## config.mk

```make
export PLATFORM = sky130hd
export DESIGN_NAME = two_way_bridge_arbiter
export DESIGN_NICKNAME = d
export VERILOG_FILES = /design/src/rtl/tba_pkg.sv /design/src/rtl/tba_ctrl.sv /design/src/rtl/tba_datapath.sv /design/src/rtl/two_way_bridge_arbiter.sv
export SDC_FILE = /design/constraint.sdc
export NUM_CORES = 1
export LEC_CHECK = 0
export BUFFER_PORTS_ARGS = -buffer_cell sky130_fd_sc_hd__buf_2
export CAP_MARGIN = 20
export CORE_UTILIZATION = 58
export CTS_BUF_LIST = sky130_fd_sc_hd__clkbuf_4
export CTS_CLUSTER_SIZE = 40
export DETAILED_ROUTE_END_ITERATION = 12
export HOLD_SLACK_MARGIN = 0.15
export PLACE_DENSITY = 0.87
export SLEW_MARGIN = 5
export SYNTH_ARGS = -nofsm -noshare
export SYNTH_HDL_FRONTEND = slang
export SYNTH_SLANG_ARGS = --single-unit
```

## constraint.sdc

```tcl
create_clock -name clk -period 2.5 [get_ports clk]
set_clock_uncertainty 0.15 [all_clocks]
set_input_delay 0.25 -clock clk [delete_from_list [all_inputs] [get_ports clk]]
set_output_delay 0.25 -clock clk [all_outputs]
set_load 0.05 [all_outputs]
```

## src/rtl/tba_pkg.sv

```systemverilog
// Shared types and constants for the two-way bridge arbiter.
`default_nettype none
package tba_pkg;

  localparam int QUEUE_DEPTH = 16;
  localparam int ID_BITS     = 8;
  localparam int PTR_W       = (QUEUE_DEPTH > 1) ? $clog2(QUEUE_DEPTH) : 1;
  localparam int FILL_W      = $clog2(QUEUE_DEPTH + 1);
  localparam int ID_EXT_W    = (ID_BITS > 8) ? ID_BITS : 8;
  localparam int LIMIT_W     = 4;

  localparam logic [LIMIT_W-1:0] LIMIT_RESET = LIMIT_W'(2);

  localparam logic OP_ARRIVE = 1'b0;
  localparam logic OP_LEAVE  = 1'b1;
  localparam logic HD_WEST   = 1'b0;
  localparam logic HD_EAST   = 1'b1;

  typedef enum logic [1:0] {
    ST_GRANTED = 2'd0,
    ST_DROPPED = 2'd1,
    ST_NO_OCC  = 2'd2
  } status_t;

  typedef enum logic [1:0] {
    S_IDLE,
    S_EXEC,
    S_GRANT,
    S_EMIT
  } state_t;

  typedef struct packed {
    logic load;
    logic exec;
    logic grant;
    logic emit;
  } cmd_t;

  typedef struct packed {
    logic exec_result;
    logic grant_ok;
  } sts_t;

  function automatic logic [ID_BITS-1:0] id_from_port(input logic [7:0] v);
    logic [ID_EXT_W-1:0] ext;
    ext = ID_EXT_W'(v);
    return ID_BITS'(ext);
  endfunction

  function automatic logic [7:0] id_to_port(input logic [ID_BITS-1:0] v);
    logic [ID_EXT_W-1:0] ext;
    ext = ID_EXT_W'(v);
    return 8'(ext);
  endfunction

  function automatic logic [PTR_W-1:0] ptr_inc(input logic [PTR_W-1:0] p);
    return (p == PTR_W'(QUEUE_DEPTH - 1)) ? '0 : PTR_W'(p + 1'b1);
  endfunction

endpackage
`default_nettype wire

```

## src/rtl/tba_ctrl.sv

```systemverilog
// Control state machine that sequences one beat through load, execute, grant and emit.
`default_nettype none
module tba_ctrl (
  input  wire logic          clk,
  input  wire logic          rst_n,
  input  wire logic          start,
  input  wire tba_pkg::sts_t sts,
  output tba_pkg::cmd_t      cmd,
  output logic               busy
);
  import tba_pkg::*;

  state_t state_r, state_nxt;

  always_ff @(posedge clk) begin
    if (!rst_n) begin
      state_r <= S_IDLE;
    end else begin
      state_r <= state_nxt;
    end
  end

  always_comb begin
    state_nxt = state_r;
    cmd       = '0;
    unique case (state_r)
      S_IDLE: begin
        if (start) begin
          cmd.load  = 1'b1;
          state_nxt = S_EXEC;
        end
      end
      S_EXEC: begin
        cmd.exec  = 1'b1;
        state_nxt = sts.exec_result ? S_IDLE : S_GRANT;
      end
      S_GRANT: begin
        cmd.grant = 1'b1;
        state_nxt = sts.grant_ok ? S_EMIT : S_IDLE;
      end
      S_EMIT: begin
        cmd.emit  = 1'b1;
        state_nxt = S_IDLE;
      end
      default: begin
        state_nxt = S_IDLE;
      end
    endcase
  end

  assign busy = (state_r != S_IDLE);

endmodule
`default_nettype wire

```

## src/rtl/tba_datapath.sv

```systemverilog
// Queues, run counter, occupancy state and result registers of the arbiter.
`default_nettype none
module tba_datapath (
  input  wire logic                         clk,
  input  wire logic                         rst_n,
  input  wire logic                         cfg_we,
  input  wire logic [tba_pkg::LIMIT_W-1:0]  cfg_wdata,
  input  wire logic                         in_opcode,
  input  wire logic                         in_heading,
  input  wire logic [7:0]                   in_requester_id,
  input  wire tba_pkg::cmd_t                cmd,
  output tba_pkg::sts_t                     sts,
  output logic                              out_valid,
  output logic [7:0]                        out_granted_id,
  output logic                              out_granted_heading,
  output logic [1:0]                        out_status
);
  import tba_pkg::*;

  logic [ID_BITS-1:0] west_mem [QUEUE_DEPTH];
  logic [ID_BITS-1:0] east_mem [QUEUE_DEPTH];
  logic [ID_BITS-1:0] west_q_r, east_q_r;

  logic               op_r, hd_r;
  logic [ID_BITS-1:0] id_r;

  logic [LIMIT_W-1:0] limit_r, limit_nxt;
  logic [FILL_W-1:0]  west_fill_r, west_fill_nxt, east_fill_r, east_fill_nxt;
  logic [PTR_W-1:0]   west_rd_r, west_rd_nxt, east_rd_r, east_rd_nxt;
  logic [PTR_W-1:0]   west_wr_r, west_wr_nxt, east_wr_r, east_wr_nxt;
  logic [LIMIT_W-1:0] run_r, run_nxt;
  logic               res_busy_r, res_busy_nxt;
  logic               occ_r, occ_nxt;

  logic               out_valid_r, out_valid_nxt;
  logic [7:0]         out_id_r, out_id_nxt;
  logic               out_hd_r, out_hd_nxt;
  logic [1:0]         out_st_r, out_st_nxt;

  logic west_full, east_full, west_we, east_we, pick_east;

  assign west_full = (west_fill_r == FILL_W'(QUEUE_DEPTH));
  assign east_full = (east_fill_r == FILL_W'(QUEUE_DEPTH));
  assign pick_east = (east_fill_r != '0) && ((run_r < limit_r) || (west_fill_r == '0));

  assign sts.exec_result = (op_r == OP_ARRIVE) ? ((hd_r == HD_WEST) ? west_full : east_full)
                                               : !res_busy_r;
  assign sts.grant_ok    = !res_busy_r && ((west_fill_r != '0) || (east_fill_r != '0));

  assign west_we = cmd.exec && (op_r == OP_ARRIVE) && (hd_r == HD_WEST) && !west_full;
  assign east_we = cmd.exec && (op_r == OP_ARRIVE) && (hd_r == HD_EAST) && !east_full;

  always_ff @(posedge clk) begin
    if (west_we) begin
      west_mem[west_wr_r] <= id_r;
    end
    if (east_we) begin
      east_mem[east_wr_r] <= id_r;
    end
    west_q_r <= west_mem[west_rd_r];
    east_q_r <= east_mem[east_rd_r];
  end

  always_ff @(posedge clk) begin
    if (cmd.load) begin
      op_r <= in_opcode;
      hd_r <= in_heading;
      id_r <= id_from_port(in_requester_id);
    end
    out_id_r <= out_id_nxt;
    out_hd_r <= out_hd_nxt;
    out_st_r <= out_st_nxt;
  end

  always_comb begin
    limit_nxt     = cfg_we ? cfg_wdata : limit_r;
    west_fill_nxt = west_fill_r;
    east_fill_nxt = east_fill_r;
    west_rd_nxt   = west_rd_r;
    east_rd_nxt   = east_rd_r;
    west_wr_nxt   = west_wr_r;
    east_wr_nxt   = east_wr_r;
    run_nxt       = run_r;
    res_busy_nxt  = res_busy_r;
    occ_nxt       = occ_r;
    out_valid_nxt = 1'b0;
    out_id_nxt    = out_id_r;
    out_hd_nxt    = out_hd_r;
    out_st_nxt    = out_st_r;

    if (cmd.exec) begin
      if (sts.exec_result) begin
        out_valid_nxt = 1'b1;
        if (op_r == OP_ARRIVE) begin
          out_id_nxt = id_to_port(id_r);
          out_hd_nxt = hd_r;
          out_st_nxt = ST_DROPPED;
        end else begin
          out_id_nxt = '0;
          out_hd_nxt = HD_WEST;
          out_st_nxt = ST_NO_OCC;
        end
      end else if (op_r == OP_ARRIVE) begin
        if (hd_r == HD_WEST) begin
          if (west_fill_r == '0) begin
            run_nxt = '0;
          end
          west_wr_nxt   = ptr_inc(west_wr_r);
          west_fill_nxt = FILL_W'(west_fill_r + 1'b1);
        end else begin
          east_wr_nxt   = ptr_inc(east_wr_r);
          east_fill_nxt = FILL_W'(east_fill_r + 1'b1);
        end
      end else begin
        if (occ_r == HD_WEST) begin
          if (west_fill_r != '0) begin
            west_rd_nxt   = ptr_inc(west_rd_r);
            west_fill_nxt = FILL_W'(west_fill_r - 1'b1);
          end
          run_nxt = '0;
        end else begin
          if (east_fill_r != '0) begin
            east_rd_nxt   = ptr_inc(east_rd_r);
            east_fill_nxt = FILL_W'(east_fill_r - 1'b1);
          end
          if (run_r < limit_r) begin
            run_nxt = LIMIT_W'(run_r + 1'b1);
          end
        end
        res_busy_nxt = 1'b0;
      end
    end

    if (cmd.grant && sts.grant_ok) begin
      res_busy_nxt = 1'b1;
      occ_nxt      = pick_east ? HD_EAST : HD_WEST;
    end

    if (cmd.emit) begin
      out_valid_nxt = 1'b1;
      out_id_nxt    = id_to_port((occ_r == HD_EAST) ? east_q_r : west_q_r);
      out_hd_nxt    = occ_r;
      out_st_nxt    = ST_GRANTED;
    end
  end

  always_ff @(posedge clk) begin
    if (!rst_n) begin
      limit_r     <= LIMIT_RESET;
      west_fill_r <= '0;
      east_fill_r <= '0;
      west_rd_r   <= '0;
      east_rd_r   <= '0;
      west_wr_r   <= '0;
      east_wr_r   <= '0;
      run_r       <= '0;
      res_busy_r  <= 1'b0;
      occ_r       <= HD_WEST;
      out_valid_r <= 1'b0;
    end else begin
      limit_r     <= limit_nxt;
      west_fill_r <= west_fill_nxt;
      east_fill_r <= east_fill_nxt;
      west_rd_r   <= west_rd_nxt;
      east_rd_r   <= east_rd_nxt;
      west_wr_r   <= west_wr_nxt;
      east_wr_r   <= east_wr_nxt;
      run_r       <= run_nxt;
      res_busy_r  <= res_busy_nxt;
      occ_r       <= occ_nxt;
      out_valid_r <= out_valid_nxt;
    end
  end

  assign out_valid           = out_valid_r;
  assign out_granted_id      = out_id_r;
  assign out_granted_heading = out_hd_r;
  assign out_status          = out_st_r;

endmodule
`default_nettype wire

```

## src/rtl/two_way_bridge_arbiter.sv

```systemverilog
// Top level of the two-way bridge arbiter: controller plus datapath.
//
//   Channel  Ports                                            Handshake
//   input    in_opcode, in_heading, in_requester_id           start & !busy
//   result   out_granted_id, out_granted_heading, out_status  out_valid, one cycle
//   config   cfg_wdata                                        cfg_we
//
// An accepted beat ends in execute on a drop or a leave with no occupant; else it
// moves to grant, and to emit when it ends in a grant, which reads the registered
// output of the queue memories. A beat with no grant gives no result. A result is
// valid in the first cycle that busy is low again. Reset is synchronous and empties
// both queues. The receiver cannot stall; out_valid lasts exactly one cycle.
`default_nettype none
module two_way_bridge_arbiter (
  input  wire logic                        clk,
  input  wire logic                        rst_n,
  input  wire logic                        start,
  output logic                             busy,
  input  wire logic                        in_opcode,
  input  wire logic                        in_heading,
  input  wire logic [7:0]                  in_requester_id,
  output logic                             out_valid,
  output logic [7:0]                       out_granted_id,
  output logic                             out_granted_heading,
  output logic [1:0]                       out_status,
  input  wire logic                        cfg_we,
  input  wire logic [tba_pkg::LIMIT_W-1:0] cfg_wdata
);
  import tba_pkg::*;

  cmd_t cmd;
  sts_t sts;

  tba_ctrl u_ctrl (
    .clk   (clk),
    .rst_n (rst_n),
    .start (start),
    .sts   (sts),
    .cmd   (cmd),
    .busy  (busy)
  );

  tba_datapath u_datapath (
    .clk                 (clk),
    .rst_n               (rst_n),
    .cfg_we              (cfg_we),
    .cfg_wdata           (cfg_wdata),
    .in_opcode           (in_opcode),
    .in_heading          (in_heading),
    .in_requester_id     (in_requester_id),
    .cmd                 (cmd),
    .sts                 (sts),
    .out_valid           (out_valid),
    .out_granted_id      (out_granted_id),
    .out_granted_heading (out_granted_heading),
    .out_status          (out_status)
  );

  a_accept_busy: assert property (@(posedge clk) disable iff (!rst_n)
    start && !busy |=> busy)
    else $error("Accepted beat did not raise busy.");

  a_result_from_work: assert property (@(posedge clk) disable iff (!rst_n)
    out_valid |-> $past(busy))
    else $error("Result strobe without a beat in progress.");

  a_status_code: assert property (@(posedge clk) disable iff (!rst_n)
    out_valid |-> (out_status == ST_GRANTED || out_status == ST_DROPPED ||
                   out_status == ST_NO_OCC))
    else $error("Result carries an undefined status code.");

  a_no_occ_fields: assert property (@(posedge clk) disable iff (!rst_n)
    out_valid && out_status == ST_NO_OCC |-> out_granted_id == 8'd0 && !out_granted_heading)
    else $error("Leave without occupant reports nonzero fields.");

endmodule
`default_nettype wire

```

=== Word-level counts from Yosys, hierarchy flattened ===
Memory sizes are Yosys's and may differ from the RTL's. A register that Yosys moved wholly into a read port is not among the register bits.
Index checks and enable logic that the tools add are counted.
Widths: inputs -> output; s select.

* Register bits after elaboration: 60
* Bits in latches: 0
* RAM bits: 256
* Bits in read-only memories: 0
* Input port bits: 18
* Output and inout bits: 13
* Logic and storage cells: 135
* Memories kept: 2

* Add/sub/neg operators: 9
* Multipliers: 0
* Div/mod/pow operators: 0
* Magnitude comparators: 1
* Equality and inequality tests: 17
* Shifts and indexed selects: 0
* Multiplexer cells: 50
* Bitwise operators: 4
* Reductions and logical operators: 34

{| class="wikitable"
|+ Memory list
! name !! depth !! bits a word !! read ports !! clocked after Yosys merged registers in !! write ports !! line !! source
|-
| u_datapath.east_mem || 16 || 8 || 1 || 1 || 1 || tba_datapath.sv:21 || <nowiki>logic [ID_BITS-1:0] east_mem [QUEUE_DEPTH];</nowiki>
|-
| u_datapath.west_mem || 16 || 8 || 1 || 1 || 1 || tba_datapath.sv:20 || <nowiki>logic [ID_BITS-1:0] west_mem [QUEUE_DEPTH];</nowiki>
|}

{| class="wikitable"
|+ Operators by type and width
! kind !! count
|-
| $mux 5 || 8
|-
| $mux 8 || 5
|-
| $mux 4 || 9
|-
| $reduce_and 5->1 || 5
|-
| $mux 1 || 23
|-
| $add 4x1->4 const B || 5
|-
| $eq 4x4->1 const B || 4
|-
| $reduce_bool 2->1 || 7
|-
| $add 5x1->5 const B || 2
|-
| $eq 5x5->1 const B || 2
|-
| $ne 2x2->1 const B || 5
|-
| $reduce_bool 5->1 || 2
|-
| $sub 5x1->5 const B || 2
|-
| $logic_and 1x1->1 || 8
|-
| $mux 2 || 4
|-
| $pmux 2 s4 || 1
|-
| $reduce_and 4->1 || 2
|-
| $logic_not 5->1 || 1
|-
| $eq 2x2->1 const B || 2
|-
| $lt 4x4->1 || 1
|-
| $ne 2x1->1 const B || 2
|-
| $not 1->1 || 4
|-
| $reduce_and 2->1 || 2
|-
| $logic_not 1->1 || 3
|-
| 5 further kinds || 6
|}

=== Depth between registers and ports, before layout ===
* Word-level depth: 7
* Depth in mapped cells: 9
* Mapped depth without buffers: 7

=== By module ===
From an unflattened synthesis, not the netlist that was laid out.

* Cells, all modules: 736
* Area, all modules: 13226.4 µm²

{| class="wikitable"
|+ Modules (own cells, without submodules)
! module !! instances !! cells each !! area each (µm²) !! seq. area each (µm²)
|-
| tba_datapath || 1 || 724 || 13110.1 || 9359.0
|-
| tba_ctrl || 1 || 12 || 116.4 || 40.0
|}

=== Worst setup path after synthesis ===
Ideal clock, no wire load.

* Kind: register -> register
* Start point: register u_datapath.op_r
* End point: memory u_datapath.east_mem[3][0], enable pin
* Library setup time: 383 ps
* Arrival: 1937 ps
* Data required time: 1967 ps
* Path slack: 29 ps
* Cell stages (with the launch flop): 5
* Path buffers: 1
* Period minus slack after synthesis: 2471 ps
* Path through: edfxtp_1 > buf_12 > a2111oi_4 > nand2_1 > nor3_1

* Cells in the longest elaborated chain, start to end: 6

{| class="wikitable"
|+ Ends and longest elaborated chain
! element !! line !! source
|-
| start: declaration || tba_datapath.sv:24 || <nowiki>logic op_r, hd_r;</nowiki>
|-
| start signal: assignment || tba_datapath.sv:66 || <nowiki>op_r <= in_opcode;</nowiki>
|-
| $not 1->1 (no line) || - ||
|-
| $logic_and 1x1->1 (3 in a row) || tba_datapath.sv:51 || <nowiki>assign east_we = cmd.exec && (op_r == OP_ARRIVE) && (hd_r == HD_EAST) && !east_full;</nowiki>
|-
| $mux 1 || tba_datapath.sv:57 || <nowiki>if (east_we) begin</nowiki>
|-
| $mux 1 (implied by the code) || tba_datapath.sv:58 || <nowiki>east_mem[east_wr_r] <= id_r;</nowiki>
|-
| end: declaration || tba_datapath.sv:21 ||
|}

No other way between the ends.

=== Worst setup path after layout ===
* Start point: register u_datapath.west_fill_r[2]
* End point: memory u_datapath.west_mem[9][2], enable pin

* Cells in the longest elaborated chain, start to end: 5

{| class="wikitable"
|+ Ends and longest elaborated chain
! element !! line !! source
|-
| start: declaration || tba_datapath.sv:28 || <nowiki>logic [FILL_W-1:0] west_fill_r, west_fill_nxt, east_fill_r, east_fill_nxt;</nowiki>
|-
| start signal: assignment || tba_datapath.sv:162 || <nowiki>west_fill_r <= west_fill_nxt;</nowiki>
|-
| $eq 5x5->1 || tba_datapath.sv:42 || <nowiki>assign west_full = (west_fill_r == FILL_W'(QUEUE_DEPTH));</nowiki>
|-
| $logic_not 1->1 || tba_datapath.sv:50 || <nowiki>assign west_we = cmd.exec && (op_r == OP_ARRIVE) && (hd_r == HD_WEST) && !west_full;</nowiki>
|-
| $logic_and 1x1->1 || tba_datapath.sv:50 ||
|-
| $mux 1 || tba_datapath.sv:54 || <nowiki>if (west_we) begin</nowiki>
|-
| $mux 1 (implied by the code) || tba_datapath.sv:55 || <nowiki>west_mem[west_wr_r] <= id_r;</nowiki>
|-
| end: declaration || tba_datapath.sv:20 ||
|}

No other way between the ends.

==> results.cfg <==
[status]
status = complete, but fails checks
failed_checks = setup timing

[floorplan]
dieArea_sq_mm = 0.02370
fp.dieW_um = 154.0
coreArea_sq_mm = 0.02264
initial_utilization_pct = 59.15
rows = 55
die_h_um = 154.0
io_pins = 31

[drt]
drt_pass1_iterations = 5
via_per_inst = 6.043
wl_um = 28280
route.detailed.drc = 0
routedWlPerCell_um = 21.86
vias = 7819
final_antenna_net_count = 0
drt-initial-drc-count = 713

[logic_synthesis]
synth_top_family_by_area = multiplexers
synth.most_common_cell = edfxtp_1
syn_inst = 788
synth_common_cells = 275 x edfxtp_1, 64 x mux4_2, 62 x nor2_1
yosys-top-cells-area = edfxtp_1 62%, mux4_2 11%, dfxtp_1 8.5%
yosysWarnings = 0
yosysTopAreaCell = edfxtp_1
syn-num-nets = 828
synthSimpleGateAreaFrac_pct = 5.568
syn_area_per_cell_sq_um = 17.00
netlist.area_leader.share_pct = 61.66
synth-edff-count = 275
synth-adder-area-share_pct = 2.167
synth_compound_area_share_pct = 5.755
synth-xor-area-share_pct = 0.7194
synth_flop_cell = edfxtp_1
synth_area_sq_mm = 0.01339
synth_mux_area_share_pct = 13.62
async_flop_share_pct = 0
yosysSeqAreaShare_pct = 70.18
synth_cell_types = 63
ys_ff_latch = 332

[place]
place_congestion = 0.9270
place_inst = 1110
port_buffers = 30
dp_hpwl_um = 16970

[worst_setup_path]
reg2reg_slack_ns = -0.02
critPathBufInv = 0
crit_required_ns = 2.66
critPathKind = flip-flop to flip-flop
slowest_delay_ns = 0.66
crit_path_end_kind = flip-flop
critPathArrivalTime_ns = 2.67
worstPathMaxFanout = 8
path_cells = nor4_2 -> a2111oi_4 -> nand2_1 -> nor2_1
slowest_stage = nor2_1
cp-start-kind = flip-flop
cp_top_family = simple AND/OR/NAND/NOR gates

[layout]
fill_cells = 1333
drive_gt1_share_pct = 30.85
multi_input_area_sq_mm = 0.003746
final_util_pct = 68.84
syn2layout_area_growth_pct = 16.37
finalNetCount = 986
ff_latch_area_sq_mm = 0.009402
final_cells = 1294

[grt]
antenna_found_initial = 1
grt_pass1_wl_um = 42920
grt_max_degree = 37
track_usage_pct = 24.47
grt_overflow = 0
grt_pass1_vias = 7949

[pwr]
p_comb_share_pct = 3.5
p_sw_mw = 2.346
finalPower_mw = 11.01
leakage_nw = 5.268
p_seq_share_pct = 55.2
p_per_area_mw_per_mm2 = 706.3
swShare_pct = 21.32
power.internal_mw = 8.661
ir_drop_mv = 0.3890
p_clk_share_pct = 41.3

[clock_network]
cts_buffer_depth = 3
cts.sinks = 332
clkTransAtPathRegs_ns = 0.06
cts-root-buf = clkbuf_4
cts_inserted_buffers = 82
cts_tree = built
htreeDepth = 3
clock_latency_ns = 0.71

[timing]
layout_setup_ws_ns = -0.01775
finalSetupViolations = 8
finalCritPeriodShare_pct = 100.7
tightest_slew_ns = 0.8995
relSlewSlack_pct = 39.67
hold_viol_final = 0
max_freq_mhz = 397.2
drv_slew = 0
rsz0062_at_grt = true
setup_tns_ns = -0.09257
whs_ns = 0.2385
final.min_clock_period_ns = 2.518

[run]
cap_violations = 0

[min_path]
min_path_type = input port to flip-flop
-- sequential cells by signal, summed over array words and instances, names as in the netlist, 2 cells and up --
register / cells
u_datapath.out_granted_id: 8
u_datapath.west_wr_r: 4
u_datapath.east_q_r: 8
u_datapath.east_fill_r: 5
u_datapath.east_rd_r: 4
u_datapath.out_status: 2
u_datapath.west_fill_r: 5
u_datapath.id_r: 8
u_datapath.east_mem: 128
u_ctrl.state_r: 2
u_datapath.limit_r: 4
u_datapath.run_r: 4
u_datapath.west_mem: 128
u_datapath.west_rd_r: 4
u_datapath.west_q_r: 8
u_datapath.east_wr_r: 4
-- worst paths after layout --
path                                               start                                     to  cells past startpoint
setup / recovery  u_datapath.west_fill_r[2]$_SDFFE_PN0P_    u_datapath.west_mem[9][2]$_DFFE_PP_                      4
hold reg to reg    u_datapath.out_status[1]$_SDFFE_PP0P_  u_datapath.out_status[1]$_SDFFE_PP0P_                      2
hold / removal                                     start         u_ctrl.state_r[1]$_SDFFE_PN0P_                      3
setup reg to reg  u_datapath.west_fill_r[2]$_SDFFE_PN0P_    u_datapath.west_mem[9][2]$_DFFE_PP_                      4
-- cells in the final DEF (no fill, tap or decap), types with 3 or more instances in the layout --
cell,n
dlygate4sd3_1,35
ha_1,20
a21oi_1,39
inv_2,4
nor2b_1,19
mux2i_1,36
and2_1,4
o21ai_0,9
nor3_1,9
edfxtp_1,275
a31oi_1,5
nand3_1,5
a31o_2,8
buf_2,30
or4_1,4
xnor2_1,8
inv_1,19
mux4_2,64
buf_4,48
nor2_1,55
clkinv_1,14
dfxtp_1,55
clkbuf_4,125
xor2_1,3
nand2b_1,8
nor2_2,8
a211oi_1,19
buf_12,3
nand2_1,26
-- layout make-up --
cell class,count,share of cell area [%]
Tap cell,285,2.288
Antenna cell,1,0.01606
Inverter,19,0.4576
Sequential cell,332,60.32
Clock inverter,21,0.8510
Timing Repair Buffer,117,6.005
Clock buffer,125,6.021
Multi-Input combinational cell,394,24.04
-- worst min-delay path: stages --
cell and delay, ns:
dlygate4sd3_1 0.52, buf_2 0.11, o211a_1 0.15
-- metrics by stage --
stage	cell area (sq um)	setup slack, ns
after floorplan	13390	0.02921
after global placement	14120	0.1125
after detailed placement	14120	0.01024
after CTS	15540	0.004218
after global routing	15580	-0.1588
final	15580	-0.01775
-- what timing repair did --
action / CTS / global route
hold buffers: 35 / 0
setup buffers: 0 / 1
pin swaps: 0 / 1
setup endpoints to repair: 8 / 164
endpoints found under the hold margin: 33 / 0
resized for setup: 1 / 7
-- routing by layer --
layer	up-vias	share of wire, %	global-route usage, %
met5	-	0	0
met4	0	2.5	10.90
met3	61	8.7	6.032
met2	430	51	40.30
met1	3867	38	30.99
li1	3461	-	-
-- power by group through the flow --
stage	sequential (mW)	clock (mW)	combinational (mW)
finish	6.08	4.55	0.381
global route	6.08	4.91	0.407
CTS	6.08	4.60	0.366
detailed placement	6.20	0	0.321
global placement	6.20	0	0.312
floorplan	6.25	0	0.139
-- cell families (layout without fill, tap and decap cells) --
group                      count (synthesis)  count (layout)
muxes                                    102             102
adders and majority gates                 22              22
and+or+nand+nor                          151             151
AOI/OAI and AO/OA                        108             108
other                                      0               1
xor gates and xnor gates                  11              11
buffers and inverters                     62             282
DFF                                      332             332
(Power assumes the default switching activity.)
